===== src/hw/rtl/i2cms_pkg.sv =====
// Types, codes and helpers of the two-wire bus sequencer.
package i2cms_pkg;

  // Buffer geometry
  localparam int BUF_DEPTH = 256;
  localparam int ADDR_W    = (BUF_DEPTH > 1) ? $clog2(BUF_DEPTH) : 1;
  localparam int POS_W     = 9;
  localparam int CAP_INT   = (BUF_DEPTH < 256) ? BUF_DEPTH : 256;
  localparam logic [POS_W-1:0] LIMIT_CAP = POS_W'(CAP_INT);

  // Reciprocal used to reduce a position modulo the buffer depth
  localparam int SLOT_SH  = 18;
  localparam int SLOT_RCP = ((2 ** SLOT_SH) + BUF_DEPTH - 1) / BUF_DEPTH;
  localparam int RCP_W    = 19;
  localparam int DEP_W    = 17;

  // Configuration port
  localparam int CFG_IDX_W  = 2;
  localparam int CFG_DATA_W = 9;
  localparam logic [CFG_IDX_W-1:0] CFG_TARGET_ADDRESS = 2'd0;
  localparam logic [CFG_IDX_W-1:0] CFG_WRITE_COUNT    = 2'd1;
  localparam logic [CFG_IDX_W-1:0] CFG_READ_COUNT     = 2'd2;
  localparam logic [CFG_IDX_W-1:0] CFG_BUFFER_LIMIT   = 2'd3;

  // Item kinds
  localparam logic [1:0] KIND_STATUS    = 2'd0;
  localparam logic [1:0] KIND_BEGIN     = 2'd1;
  localparam logic [1:0] KIND_BUF_WRITE = 2'd2;
  localparam logic [1:0] KIND_BUF_READ  = 2'd3;

  // Bus commands
  localparam logic [2:0] CMD_NONE       = 3'd0;
  localparam logic [2:0] CMD_START      = 3'd1;
  localparam logic [2:0] CMD_GO_ACK     = 3'd2;
  localparam logic [2:0] CMD_GO_NACK    = 3'd3;
  localparam logic [2:0] CMD_TRANSMIT   = 3'd4;
  localparam logic [2:0] CMD_STOP       = 3'd5;
  localparam logic [2:0] CMD_STOP_START = 3'd6;

  typedef struct packed {
    logic [1:0] kind;
    logic [7:0] status_code;
    logic [7:0] bus_data;
    logic [1:0] transfer_mode;
    logic [7:0] buffer_index;
    logic [7:0] buffer_byte;
  } in_item_t;

  typedef struct packed {
    logic [2:0]       bus_command;
    logic             send_valid;
    logic [7:0]       send_byte;
    logic             done_valid;
    logic             done_success;
    logic [7:0]       done_status;
    logic [6:0]       done_address;
    logic             busy_res;
    logic [POS_W-1:0] received_length;
    logic [7:0]       read_byte;
  } out_item_t;

  // Map a 9-bit position to a buffer entry (position modulo depth)
  function automatic logic [ADDR_W-1:0] slot(input logic [POS_W-1:0] pos);
    logic [POS_W+RCP_W-1:0] prod;
    logic [POS_W-1:0]       quo;
    logic [POS_W+DEP_W-1:0] rem;
    prod = (POS_W+RCP_W)'(pos) * (POS_W+RCP_W)'(SLOT_RCP);
    quo  = POS_W'(prod >> SLOT_SH);
    rem  = (POS_W+DEP_W)'(pos) - (POS_W+DEP_W)'(quo) * (POS_W+DEP_W)'(BUF_DEPTH);
    return ADDR_W'(rem);
  endfunction

endpackage


===== src/hw/rtl/i2cms_ram.sv =====
// Generic single-write, single-read RAM with registered read data.
module i2cms_ram #(
  parameter int WIDTH = 8,
  parameter int DEPTH = 256
) (
  input  logic                                 clk,
  input  logic                                 we,
  input  logic [((DEPTH > 1) ? $clog2(DEPTH) : 1)-1:0] waddr,
  input  logic [WIDTH-1:0]                     wdata,
  input  logic                                 re,
  input  logic [((DEPTH > 1) ? $clog2(DEPTH) : 1)-1:0] raddr,
  output logic [WIDTH-1:0]                     rdata
);

  logic [WIDTH-1:0] mem [DEPTH];

  // Write port
  always_ff @(posedge clk) begin
    if (we) begin
      mem[waddr] <= wdata;
    end
  end

  // Read port, data held until the next read
  always_ff @(posedge clk) begin
    if (re) begin
      rdata <= mem[raddr];
    end
  end

endmodule


===== src/hw/rtl/i2c_master_slave_sequencer.sv =====
// Top level of the two-wire bus sequencer: item handling, state and byte buffer.
//
//  channel  direction  handshake             payload
//  in       input      in_valid / in_ready   in_item  (i2cms_pkg::in_item_t)
//  out      output     out_valid / out_ready out_item (i2cms_pkg::out_item_t)
//  cfg      input      cfg_valid / cfg_ready cfg_index, cfg_data
//
// For each item, the accept cycle issues the buffer read; the execute state then
// uses the read data, writes the buffer and loads the result register.
// One item is in flight at a time; the buffer read/write port pair sets this.
// A result waiting in the output register does not block the next accept; the
// execute state holds while the output register is full and not being taken.
// Synchronous reset clears control state; the buffer is not cleared.
module i2c_master_slave_sequencer (
  input  logic                                 clk,
  input  logic                                 rst,
  input  logic                                 in_valid,
  output logic                                 in_ready,
  input  i2cms_pkg::in_item_t                  in_item,
  output logic                                 out_valid,
  input  logic                                 out_ready,
  output i2cms_pkg::out_item_t                 out_item,
  input  logic                                 cfg_valid,
  output logic                                 cfg_ready,
  input  logic [i2cms_pkg::CFG_IDX_W-1:0]      cfg_index,
  input  logic [i2cms_pkg::CFG_DATA_W-1:0]     cfg_data
);

  // Sequencer states
  localparam logic ST_IDLE = 1'b0;
  localparam logic ST_EXEC = 1'b1;

  // Transfer modes
  localparam logic [1:0] MODE_WRITE      = 2'd0;
  localparam logic [1:0] MODE_READ       = 2'd1;
  localparam logic [1:0] MODE_WRITE_READ = 2'd2;
  localparam logic [1:0] MODE_RESERVED   = 2'd3;

  // Bus status codes
  localparam logic [7:0] SC_START          = 8'h08;
  localparam logic [7:0] SC_REP_START      = 8'h10;
  localparam logic [7:0] SC_MT_SLA_ACK     = 8'h18;
  localparam logic [7:0] SC_MT_SLA_NACK    = 8'h20;
  localparam logic [7:0] SC_MT_DATA_ACK    = 8'h28;
  localparam logic [7:0] SC_MT_DATA_NACK   = 8'h30;
  localparam logic [7:0] SC_MR_SLA_ACK     = 8'h40;
  localparam logic [7:0] SC_MR_SLA_NACK    = 8'h48;
  localparam logic [7:0] SC_MR_DATA_ACK    = 8'h50;
  localparam logic [7:0] SC_MR_DATA_NACK   = 8'h58;
  localparam logic [7:0] SC_SR_SLA_ACK     = 8'h60;
  localparam logic [7:0] SC_SR_ARB_SLA     = 8'h68;
  localparam logic [7:0] SC_SR_GCALL_ACK   = 8'h70;
  localparam logic [7:0] SC_SR_ARB_GCALL   = 8'h78;
  localparam logic [7:0] SC_SR_DATA_ACK    = 8'h80;
  localparam logic [7:0] SC_SR_DATA_NACK   = 8'h88;
  localparam logic [7:0] SC_SR_GDATA_ACK   = 8'h90;
  localparam logic [7:0] SC_SR_GDATA_NACK  = 8'h98;
  localparam logic [7:0] SC_SR_STOP        = 8'hA0;
  localparam logic [7:0] SC_ST_SLA_ACK     = 8'hA8;
  localparam logic [7:0] SC_ST_ARB_SLA     = 8'hB0;
  localparam logic [7:0] SC_ST_DATA_ACK    = 8'hB8;
  localparam logic [7:0] SC_ST_DATA_NACK   = 8'hC0;
  localparam logic [7:0] SC_ST_LAST_DATA   = 8'hC8;

  localparam int PW = i2cms_pkg::POS_W;
  localparam int AW = i2cms_pkg::ADDR_W;

  // Control and configuration registers
  logic                 state;
  i2cms_pkg::in_item_t  item;
  logic [6:0]           target_address;
  logic [PW-1:0]        write_count;
  logic [PW-1:0]        read_count;
  logic [PW-1:0]        buffer_limit;

  // Sequencer state registers
  logic [PW-1:0] buffer_position,  buffer_position_next;
  logic          master_direction, master_direction_next;
  logic [1:0]    operation_mode,   operation_mode_next;
  logic [PW-1:0] send_length,      send_length_next;
  logic [PW-1:0] receive_length,   receive_length_next;
  logic [6:0]    matched_address,  matched_address_next;
  logic          busy_flag,        busy_flag_next;
  logic [PW-1:0] slave_count,      slave_count_next;

  i2cms_pkg::out_item_t res;

  // Buffer port signals
  logic          rd_en;
  logic [AW-1:0] rd_addr;
  logic [7:0]    rd_data;
  logic          wr_req;
  logic [AW-1:0] wr_addr;
  logic [7:0]    wr_data;

  logic          accept;
  logic          exec_go;
  logic [PW-1:0] lim;
  logic [PW-1:0] wc_clamp;
  logic [PW-1:0] rc_base;
  logic [PW-1:0] rc_clamp;
  logic [PW-1:0] pos_inc;
  logic [PW-1:0] pos_rx;

  assign in_ready  = (state == ST_IDLE);
  assign cfg_ready = 1'b1;
  assign accept    = in_valid && in_ready;
  assign exec_go   = (state == ST_EXEC) && (!out_valid || out_ready);

  // Issue the buffer read for the accepted item
  always_comb begin
    rd_en = accept;
    if (in_item.kind == i2cms_pkg::KIND_BUF_READ) begin
      rd_addr = i2cms_pkg::slot({1'b0, in_item.buffer_index});
    end else if (in_item.status_code inside {SC_ST_SLA_ACK, SC_ST_ARB_SLA}) begin
      rd_addr = '0;
    end else begin
      rd_addr = i2cms_pkg::slot(buffer_position);
    end
  end

  i2cms_ram #(
    .WIDTH(8),
    .DEPTH(i2cms_pkg::BUF_DEPTH)
  ) u_buf (
    .clk   (clk),
    .we    (wr_req && exec_go),
    .waddr (wr_addr),
    .wdata (wr_data),
    .re    (rd_en),
    .raddr (rd_addr),
    .rdata (rd_data)
  );

  // Effective limit and clamped counts
  always_comb begin
    if (buffer_limit == '0) begin
      lim = PW'(1);
    end else if (buffer_limit > i2cms_pkg::LIMIT_CAP) begin
      lim = i2cms_pkg::LIMIT_CAP;
    end else begin
      lim = buffer_limit;
    end
    wc_clamp = (write_count > lim) ? lim : write_count;
    rc_base  = (read_count == '0) ? PW'(1) : read_count;
    rc_clamp = (rc_base > lim) ? lim : rc_base;
  end

  assign pos_inc = buffer_position + PW'(1);
  assign pos_rx  = (item.status_code == SC_MR_DATA_ACK) ? pos_inc : buffer_position;

  // Work out the result and the next state of the held item
  always_comb begin
    buffer_position_next  = buffer_position;
    master_direction_next = master_direction;
    operation_mode_next   = operation_mode;
    send_length_next      = send_length;
    receive_length_next   = receive_length;
    matched_address_next  = matched_address;
    busy_flag_next        = busy_flag;
    slave_count_next      = slave_count;
    wr_req  = 1'b0;
    wr_addr = i2cms_pkg::slot(buffer_position);
    wr_data = item.bus_data;
    res     = '0;

    case (item.kind)
      i2cms_pkg::KIND_BEGIN: begin
        if (item.transfer_mode != MODE_RESERVED) begin
          busy_flag_next      = 1'b1;
          operation_mode_next = item.transfer_mode;
          if (item.transfer_mode != MODE_READ) begin
            send_length_next = wc_clamp;
          end
          if (item.transfer_mode != MODE_WRITE) begin
            receive_length_next = rc_clamp;
          end
          master_direction_next = (item.transfer_mode == MODE_READ);
          res.bus_command       = i2cms_pkg::CMD_START;
        end
      end
      i2cms_pkg::KIND_BUF_WRITE: begin
        wr_req  = 1'b1;
        wr_addr = i2cms_pkg::slot({1'b0, item.buffer_index});
        wr_data = item.buffer_byte;
      end
      i2cms_pkg::KIND_BUF_READ: begin
        res.read_byte = rd_data;
      end
      default: begin
        case (item.status_code)
          SC_START, SC_REP_START: begin
            buffer_position_next = '0;
            res.send_valid  = 1'b1;
            res.send_byte   = {target_address, master_direction};
            res.bus_command = i2cms_pkg::CMD_GO_ACK;
          end
          SC_MT_SLA_ACK, SC_MT_DATA_ACK: begin
            if (buffer_position == send_length) begin
              if (operation_mode == MODE_WRITE_READ) begin
                master_direction_next = 1'b1;
                res.bus_command       = i2cms_pkg::CMD_START;
              end else begin
                res.done_valid   = 1'b1;
                res.done_success = 1'b1;
                res.bus_command  = i2cms_pkg::CMD_STOP;
                busy_flag_next   = 1'b0;
              end
            end else begin
              res.send_valid       = 1'b1;
              res.send_byte        = rd_data;
              buffer_position_next = pos_inc;
              res.bus_command      = i2cms_pkg::CMD_TRANSMIT;
            end
          end
          SC_MR_DATA_ACK, SC_MR_SLA_ACK: begin
            if (item.status_code == SC_MR_DATA_ACK) begin
              wr_req = 1'b1;
            end
            buffer_position_next = pos_rx;
            res.bus_command = (pos_rx == PW'(receive_length - PW'(1))) ?
                              i2cms_pkg::CMD_GO_NACK : i2cms_pkg::CMD_GO_ACK;
          end
          SC_MR_DATA_NACK: begin
            wr_req               = 1'b1;
            buffer_position_next = pos_inc;
            res.done_valid       = 1'b1;
            res.done_success     = 1'b1;
            res.bus_command      = i2cms_pkg::CMD_STOP;
            busy_flag_next       = 1'b0;
          end
          SC_SR_SLA_ACK, SC_SR_ARB_SLA, SC_SR_GCALL_ACK, SC_SR_ARB_GCALL: begin
            matched_address_next = item.bus_data[7:1];
            buffer_position_next = '0;
            res.bus_command      = i2cms_pkg::CMD_GO_ACK;
          end
          SC_SR_DATA_ACK, SC_SR_GDATA_ACK: begin
            if (buffer_position < lim) begin
              wr_req               = 1'b1;
              buffer_position_next = pos_inc;
            end
            res.bus_command = i2cms_pkg::CMD_GO_ACK;
          end
          SC_SR_STOP: begin
            slave_count_next = buffer_position;
            res.done_valid   = 1'b1;
            res.done_success = 1'b1;
            res.done_address = matched_address;
            res.bus_command  = i2cms_pkg::CMD_GO_ACK;
          end
          SC_ST_SLA_ACK, SC_ST_ARB_SLA: begin
            // Address phase restarts the buffer; entry zero was read
            matched_address_next = item.bus_data[7:1];
            res.send_valid       = 1'b1;
            res.send_byte        = rd_data;
            buffer_position_next = PW'(1);
            res.bus_command      = i2cms_pkg::CMD_GO_ACK;
          end
          SC_ST_DATA_ACK: begin
            if (buffer_position < lim) begin
              res.send_valid       = 1'b1;
              res.send_byte        = rd_data;
              buffer_position_next = pos_inc;
            end
            res.bus_command = i2cms_pkg::CMD_GO_ACK;
          end
          SC_SR_DATA_NACK, SC_SR_GDATA_NACK, SC_ST_DATA_NACK, SC_ST_LAST_DATA: begin
            res.bus_command = i2cms_pkg::CMD_GO_ACK;
          end
          SC_MT_SLA_NACK, SC_MT_DATA_NACK, SC_MR_SLA_NACK: begin
            res.done_valid   = 1'b1;
            res.done_status  = item.status_code;
            res.done_address = matched_address;
            res.bus_command  = i2cms_pkg::CMD_STOP_START;
          end
          default: begin
            res.bus_command = i2cms_pkg::CMD_STOP_START;
          end
        endcase
      end
    endcase

    res.busy_res        = busy_flag_next;
    res.received_length = slave_count_next;
  end

  // Advance the sequencer
  always_ff @(posedge clk) begin
    if (rst) begin
      state <= ST_IDLE;
    end else if (accept) begin
      state <= ST_EXEC;
    end else if (exec_go) begin
      state <= ST_IDLE;
    end
  end

  // Hold the accepted item
  always_ff @(posedge clk) begin
    if (accept) begin
      item <= in_item;
    end
  end

  // Commit state of the finished item
  always_ff @(posedge clk) begin
    if (rst) begin
      buffer_position  <= '0;
      master_direction <= 1'b0;
      operation_mode   <= MODE_WRITE;
      send_length      <= '0;
      receive_length   <= '0;
      matched_address  <= '0;
      busy_flag        <= 1'b0;
      slave_count      <= '0;
    end else if (exec_go) begin
      buffer_position  <= buffer_position_next;
      master_direction <= master_direction_next;
      operation_mode   <= operation_mode_next;
      send_length      <= send_length_next;
      receive_length   <= receive_length_next;
      matched_address  <= matched_address_next;
      busy_flag        <= busy_flag_next;
      slave_count      <= slave_count_next;
    end
  end

  // Output register: load on finish, drop on take
  always_ff @(posedge clk) begin
    if (rst) begin
      out_valid <= 1'b0;
    end else if (exec_go) begin
      out_valid <= 1'b1;
    end else if (out_ready) begin
      out_valid <= 1'b0;
    end
  end

  always_ff @(posedge clk) begin
    if (exec_go) begin
      out_item <= res;
    end
  end

  // Configuration writes
  always_ff @(posedge clk) begin
    if (rst) begin
      target_address <= '0;
      write_count    <= '0;
      read_count     <= PW'(1);
      buffer_limit   <= PW'(256);
    end else if (cfg_valid && cfg_ready) begin
      case (cfg_index)
        i2cms_pkg::CFG_TARGET_ADDRESS: target_address <= cfg_data[6:0];
        i2cms_pkg::CFG_WRITE_COUNT:    write_count    <= cfg_data;
        i2cms_pkg::CFG_READ_COUNT:     read_count     <= cfg_data;
        i2cms_pkg::CFG_BUFFER_LIMIT:   buffer_limit   <= cfg_data;
        default: begin
        end
      endcase
    end
  end

endmodule


===== config.mk =====
export PLATFORM = sky130hd
export DESIGN_NAME = i2c_master_slave_sequencer
export DESIGN_NICKNAME = d
export VERILOG_FILES = /design/src/hw/rtl/i2cms_pkg.sv /design/src/hw/rtl/i2cms_ram.sv /design/src/hw/rtl/i2c_master_slave_sequencer.sv
export SDC_FILE = /design/constraint.sdc
export NUM_CORES = 2
export LEC_CHECK = 0
export ABC_AREA = 1
export BUFFER_PORTS_ARGS = -buffer_cell sky130_fd_sc_hd__buf_2
export CORE_MARGIN = 4
export CORE_UTILIZATION = 40
export CTS_CLUSTER_SIZE = 24
export DETAILED_ROUTE_END_ITERATION = 10
export GPL_TIMING_DRIVEN = 0
export PLACE_DENSITY_LB_ADDON = 0.08
export SYNTH_ARGS = -nofsm -noshare
export SYNTH_HDL_FRONTEND = slang
export SYNTH_SLANG_ARGS = --single-unit

===== constraint.sdc =====
create_clock -name clk -period 5.8 [get_ports clk]
set_input_delay 1.16 -clock clk [delete_from_list [all_inputs] [get_ports clk]]
set_output_delay 1.16 -clock clk [all_outputs]
set_load 0.02 [all_outputs]

; ---- Yosys cells after proc, flatten, opt, wreduce, memory -nomap -nowiden
; Memories as Yosys holds them, arrays and structs flattened. A register that Yosys moved wholly into a read port is not among the register bits.
; Index checks and enable logic that the tools add are counted.
[totals]
reg_bits = 166
mem_bits_rw = 2048
in_bits = 52
out_inout_bits = 50
elab_cells = 177
memories = 1
[classes]
add_sub_neg = 3
order_cmp = 4
n_eq_ne = 42
mux = 48
bitwise = 5
reduce_logical = 44
[mem_list]
columns = name, words, width, read_ports, rd_ports_with_merged_regs, write_ports, line
row1 = u_buf.mem, 256, 8, 1, 1, 1, i2cms_ram.sv:15  ; logic [WIDTH-1:0] mem [DEPTH];
[ops]
columns = op, n
row1 = $mux 9, 12
row2 = $eq 8x8->1 const B, 12
row3 = $eq 8x7->1 const B, 8
row4 = $pmux 9 s6, 1
row5 = $pmux 9 s4, 1
row6 = $mux 8, 4
row7 = $eq 8x6->1 const B, 3
row8 = $eq 9x9->1, 2
row9 = $gt 9x9->1, 2
row10 = $logic_not 9->1, 2
row11 = $mux 1, 17
row12 = $eq 8x5->1 const B, 2
row13 = $reduce_or 16->1, 1
row14 = $reduce_or 2->1, 8
row15 = $reduce_bool 2->1, 7
row16 = $eq 2x2->1 const B, 6
row17 = $pmux 1 s2, 6
row18 = $pmux 3 s4, 1
row19 = $reduce_or 4->1, 3
row20 = $reduce_or 6->1, 2
row21 = $add 9x1->9 const B, 1
row22 = $gt 9x9->1 const B, 1
row23 = $lt 9x9->1, 1
row24 = $reduce_or 3->1, 3
row25 = 22 further kinds, 40

; ---- Longest topological paths before layout
[logic_depth]
depth_word = 10
mapped_depth = 19
mapped_depth_nobuf = 18

; ---- Hierarchy
; From an unflattened synthesis, not the netlist that was laid out.
[unflattened]
cells_unflattened = 8122
hier_area_um2 = 92214.7
[by_module_without_submodules]
columns = module, instances, cells_each, area_per_inst_um2, seq_area_each_um2
row1 = i2cms_ram, 1, 7003, 83476.3, 61739.2
row2 = i2c_master_slave_sequencer, 1, 1119, 8738.4, 4154.0

; ---- Worst setup path after synthesis
; OpenSTA, ideal clock, no wires.
[synth_path]
path_kind = reg2reg
startpoint = register item[34] in the netlist's numbering
endpoint = memory u_buf.mem[0][0] (data pin)
setup_time_ns = 0.824
arrival_ns = 4.158
required_time_ns = 4.976
setup_slack_ns = 0.818
path_stages_with_launch = 8
n_path_buf = 2
synth_period_minus_slack_ns = 4.982
cell_sequence = edfxtp_1 inv_1 ha_1 buf_2 inv_1 buf_2 nand2_1 nand2_1
[synth_via]
elab_chain_len = 2
[synth_rtl]
columns = item, line
row1 = "start, declared", i2c_master_slave_sequencer.sv:70  ; i2cms_pkg::in_item_t item;
row2 = "start signal, assigned", i2c_master_slave_sequencer.sv:301  ; item <= in_item;
row3 = $eq 2x2->1, i2c_master_slave_sequencer.sv:167  ; case (item.kind)
row4 = $mux 8, i2c_master_slave_sequencer.sv:167
row5 = named net u_buf.wdata[0], i2cms_ram.sv:9  ; input logic [WIDTH-1:0] wdata,
row6 = "end, declared", i2cms_ram.sv:15
; The timed path passes the listed nets, and every way through them passes these cells.

; ---- Worst setup path in the final report
[layout_path]
startpoint = input port in_item[34] in the netlist's numbering
endpoint = register u_buf.rdata[2], read port of u_buf.mem (data pin)
[layout_via]
elab_chain_len = 2
[layout_rtl]
columns = item, line
row1 = "start, declared", i2c_master_slave_sequencer.sv:19  ; input i2cms_pkg::in_item_t in_item,
row2 = $eq 2x2->1, i2c_master_slave_sequencer.sv:113  ; if (in_item.kind == i2cms_pkg::KIND_BUF_READ) begin
row3 = $mux 8, i2c_master_slave_sequencer.sv:113
row4 = "end, declared", i2cms_ram.sv:12  ; output logic [WIDTH-1:0] rdata
; Every way passes these cells.
; A chain may end at the register's enable or synchronous reset.

==> metrics.md <==
| Metric | Value |
|---|---|
| Crit path DAT | `slightly above 7 ns` |
| HPWL Detailed | `between 400,000 and 500,000 um` |
| Final Setup Violations | `7` |
| Leakage | `~44 nW` |
| Largest registers | `u_buf.mem (2048), out_item (47), item (36)` |
| PortBufs | `100` |
| Placed cell count | `12,600` |
| Clock slew at reported path FFs | `~0.05 ns` |
| Fmax | `~160 MHz` |
| Initial antenna violation count | `73` |
| DRC | `0` |
| Hold Path Class | `input pin to flop` |
| Total global routing overflow | `0` |
| Area occupied by multi-input gates | `26,100 um2` |
| Worst-path maximum fanout | `10` |
| Syn Area/Cell | `10.78 um2` |
| Post-synth EDFFs | `2,139` |
| Crit path time final | `6.366 ns` |
| Ys Warns | `0` |
| # H-tree levels | `5` |
| Largest net degree at the start of global routing | `82` |
| Worst setup margin | `-0.5662 ns` |
| Fin nets | `9,762` |
| Core area | `about 240,000 um2` |
| Mapped Cells | `approximately 9,100` |
| Netlist cell types | `44` |
| Gp weighted congestion | `1.048` |
| Die H | `between 500 and 600 um` |
| Mapped Area | `97,610 um2` |
| CTS tree | `yes` |
| PD cells | `approximately 320 nW/um2` |
| Slew of the pin with the lowest slew margin | `roughly 1.7 ns` |
| P&R area growth vs syn | `19.79%` |
| Ys async rst share | `0%` |
| Net switching share of the total power | `25.54%` |
| Cts repair resizes | `3` |
| Switching pwr | `0.009622 W` |
| Chip Width | `502.0 um` |
| Clk_skew | `0.07895 ns` |
| Share of cells above drive strength 1 | `13.01%` |
| Core Util, Final | `48.12%` |
| Layout filler cell count | `between 20,000 and 25,000` |
| Routed wire length per instance | `44.64 um` |
| Internal power | `between 0.02 and 0.03 W` |
| Sequential share of power | `47.4%` |
| Final max-slew violation count | `between 200 and 250` |
| FF/Latch Area | `65,890 um2` |
| Final period util | `109.8%` |
| Vias per cell | `6.241` |
| Vias | `81,870` |
| Failing checks | `capacitance limit, slew limit, setup timing` |
| Crit path capture type | `flop` |
| Most common cell after layout, fill and taps aside | `edfxtp_1` |
| Die area | `252,000 um2` |
| Ports | `102` |
| Post-CTS setup repair buffer count | `0` |
| Post-route ant nets | `0` |
| CTS Buf Count | `275` |
| Tot GR Track Use | `45.46%` |
| Worst rel slew slack | `-15.09%` |
| Clock power frac | `44.2%` |
| Commonest non-fill, non-tap cells in the layout | `edfxtp_1 (2,139), nand2_1 (1,955), nand3_1 (1,775)` |
| Top reg by flops | `u_buf.mem` |
| Initial DRC Count | `about 15,000` |
| DR pass1 iterations | `7` |
| Global-route wire length before repair | `736,700 um` |
| Top_reg_cell synth | `edfxtp_1` |
| Outcome | `finished, violations left` |
| Clk sinks | `2,222` |
| Clock Path Buffers | `4` |
| Vias in the first global route | `71,940` |
| Final WL | `585,600 um` |
| Max Cap Viol | `21` |
| Num rows | `181` |
| Worst EP required | `~6.5 ns` |
| FF+latch count, synth | `2,222` |
| Worst reg-to-reg setup slack | `-0.38 ns` |
| Worst setup SP type | `input pin` |
| CTS root buf | `clkbuf_16` |
| CTS Hold Buffers Added | `0` |
| Starting Density | `between 40% and 50%` |
| Setup TNS | `-2.322 ns` |
| Pre-CTS setup slack | `-0.9027 ns` |
| Final Hold Viols | `0` |
| Seq/Total Area, Yosys | `67.50%` |
| Kind of critical path | `input pin to flop` |
| Non-filler instance count after layout | `13,120` |
| Maximum vdd drop | `0.3990 mV` |
| Worst skew pair latency | `0.96 ns` |
| Flip-flop count of the largest register after layout | `around 2,000` |
| Logic pwr share | `8.4%` |
[power groups by stage]
stage / logic [W] / clock network [W] / registers (W)
after detailed placement: 0.00295 / 0 / 0.0182
final: 0.00315 / 0.0167 / 0.0179
after global placement: 0.00276 / 0 / 0.0186
after CTS: 0.00296 / 0.0166 / 0.0179
after floorplan: 0.00121 / 0 / 0.0184
after global routing: 0.00312 / 0.0172 / 0.0179
[metrics by stage]
step,hold WS [ns],total power (W),instance area [um2]
2_1_floorplan,0.4294,0.01957,97620
3_3_place_gp,0.4432,0.02136,102100
3_5_place_dp,0.4458,0.02116,108400
4_1_cts,0.3778,0.03748,116700
5_1_grt,0.3976,0.03823,116800
6_report,0.4125,0.03767,116900
[layer usage]
metal | part of all wire (%) | GRT usage, %
met4 | 8.8 | 32.18
met1 | 37 | 57.64
met3 | 14 | 18.51
met5 | 0.037 | 0
met2 | 40 | 62.71
[final timing paths]
kind | start | end | cells after the start
worst max-delay path | in_item[34] | u_buf.rdata[2] | 13
worst min-delay path | in_item[1] | item[1] | 1
worst max register to register | buffer_position[3] | u_buf.rdata[2] | 10
worst min register to register | matched_address[4] | matched_address[4] | 2
[worst max-delay path: stages]
cell and delay [ns]:
buf_2 0.15, nand2_1 0.16, buf_2 0.25, nor2_1 0.07
a31oi_1 0.80, clkbuf_1 1.15, clkdlybuf4s15_1 1.24, nand3_1 0.55
nand3_1 0.30, nand3_1 0.10, nand3_1 0.32, nand3_1 0.39
nand2_1 0.36
[final cells by class]
cell class,instances,share of cell area (%)
Tap cell,3202,3.426
Sequential cell,2222,56.35
Inverter,1097,3.522
Timing Repair Buffer,345,4.916
Buffer,572,2.220
Clock buffer,338,6.260
Clock inverter,124,0.8657
Antenna cell,55,0.1177
Multi-Input combinational cell,5164,22.32
[cells by family (layout without fill, tap and decap cells)]
logic type,after synthesis,in the layout,share of synthesized area (%)
xor gates and xnor gates,26,26,0.2333
buffers and inverters,1669,2476,6.824
DFF,2222,2222,67.50
AOI/OAI and AO/OA,353,353,2.202
adders and majority gates,33,33,0.4230
and+or+nand+nor,4747,4747,22.80
other,2,60,0.007694
[cell usage after synthesis, drive strengths merged, types with 21 or more instances]
| cell type | n | share of area, % |
|---|---|---|
| nand2 | 1967 | 7.6 |
| edfxtp | 2139 | 66 |
| a21oi | 82 | 0.42 |
| nor2 | 402 | 1.5 |
| o21ai | 115 | 0.60 |
| buf | 319 | 1.6 |
| ha | 33 | 0.42 |
| nand3b | 563 | 4.3 |
| dfxtp | 83 | 1.7 |
| nand3 | 1776 | 9.1 |
| inv | 1092 | 4.2 |
| xor2 | 21 | 0.19 |
| o211ai | 109 | 0.84 |
| clkbuf | 253 | 0.97 |
Note: power is estimated with default switching activity, not from simulation.
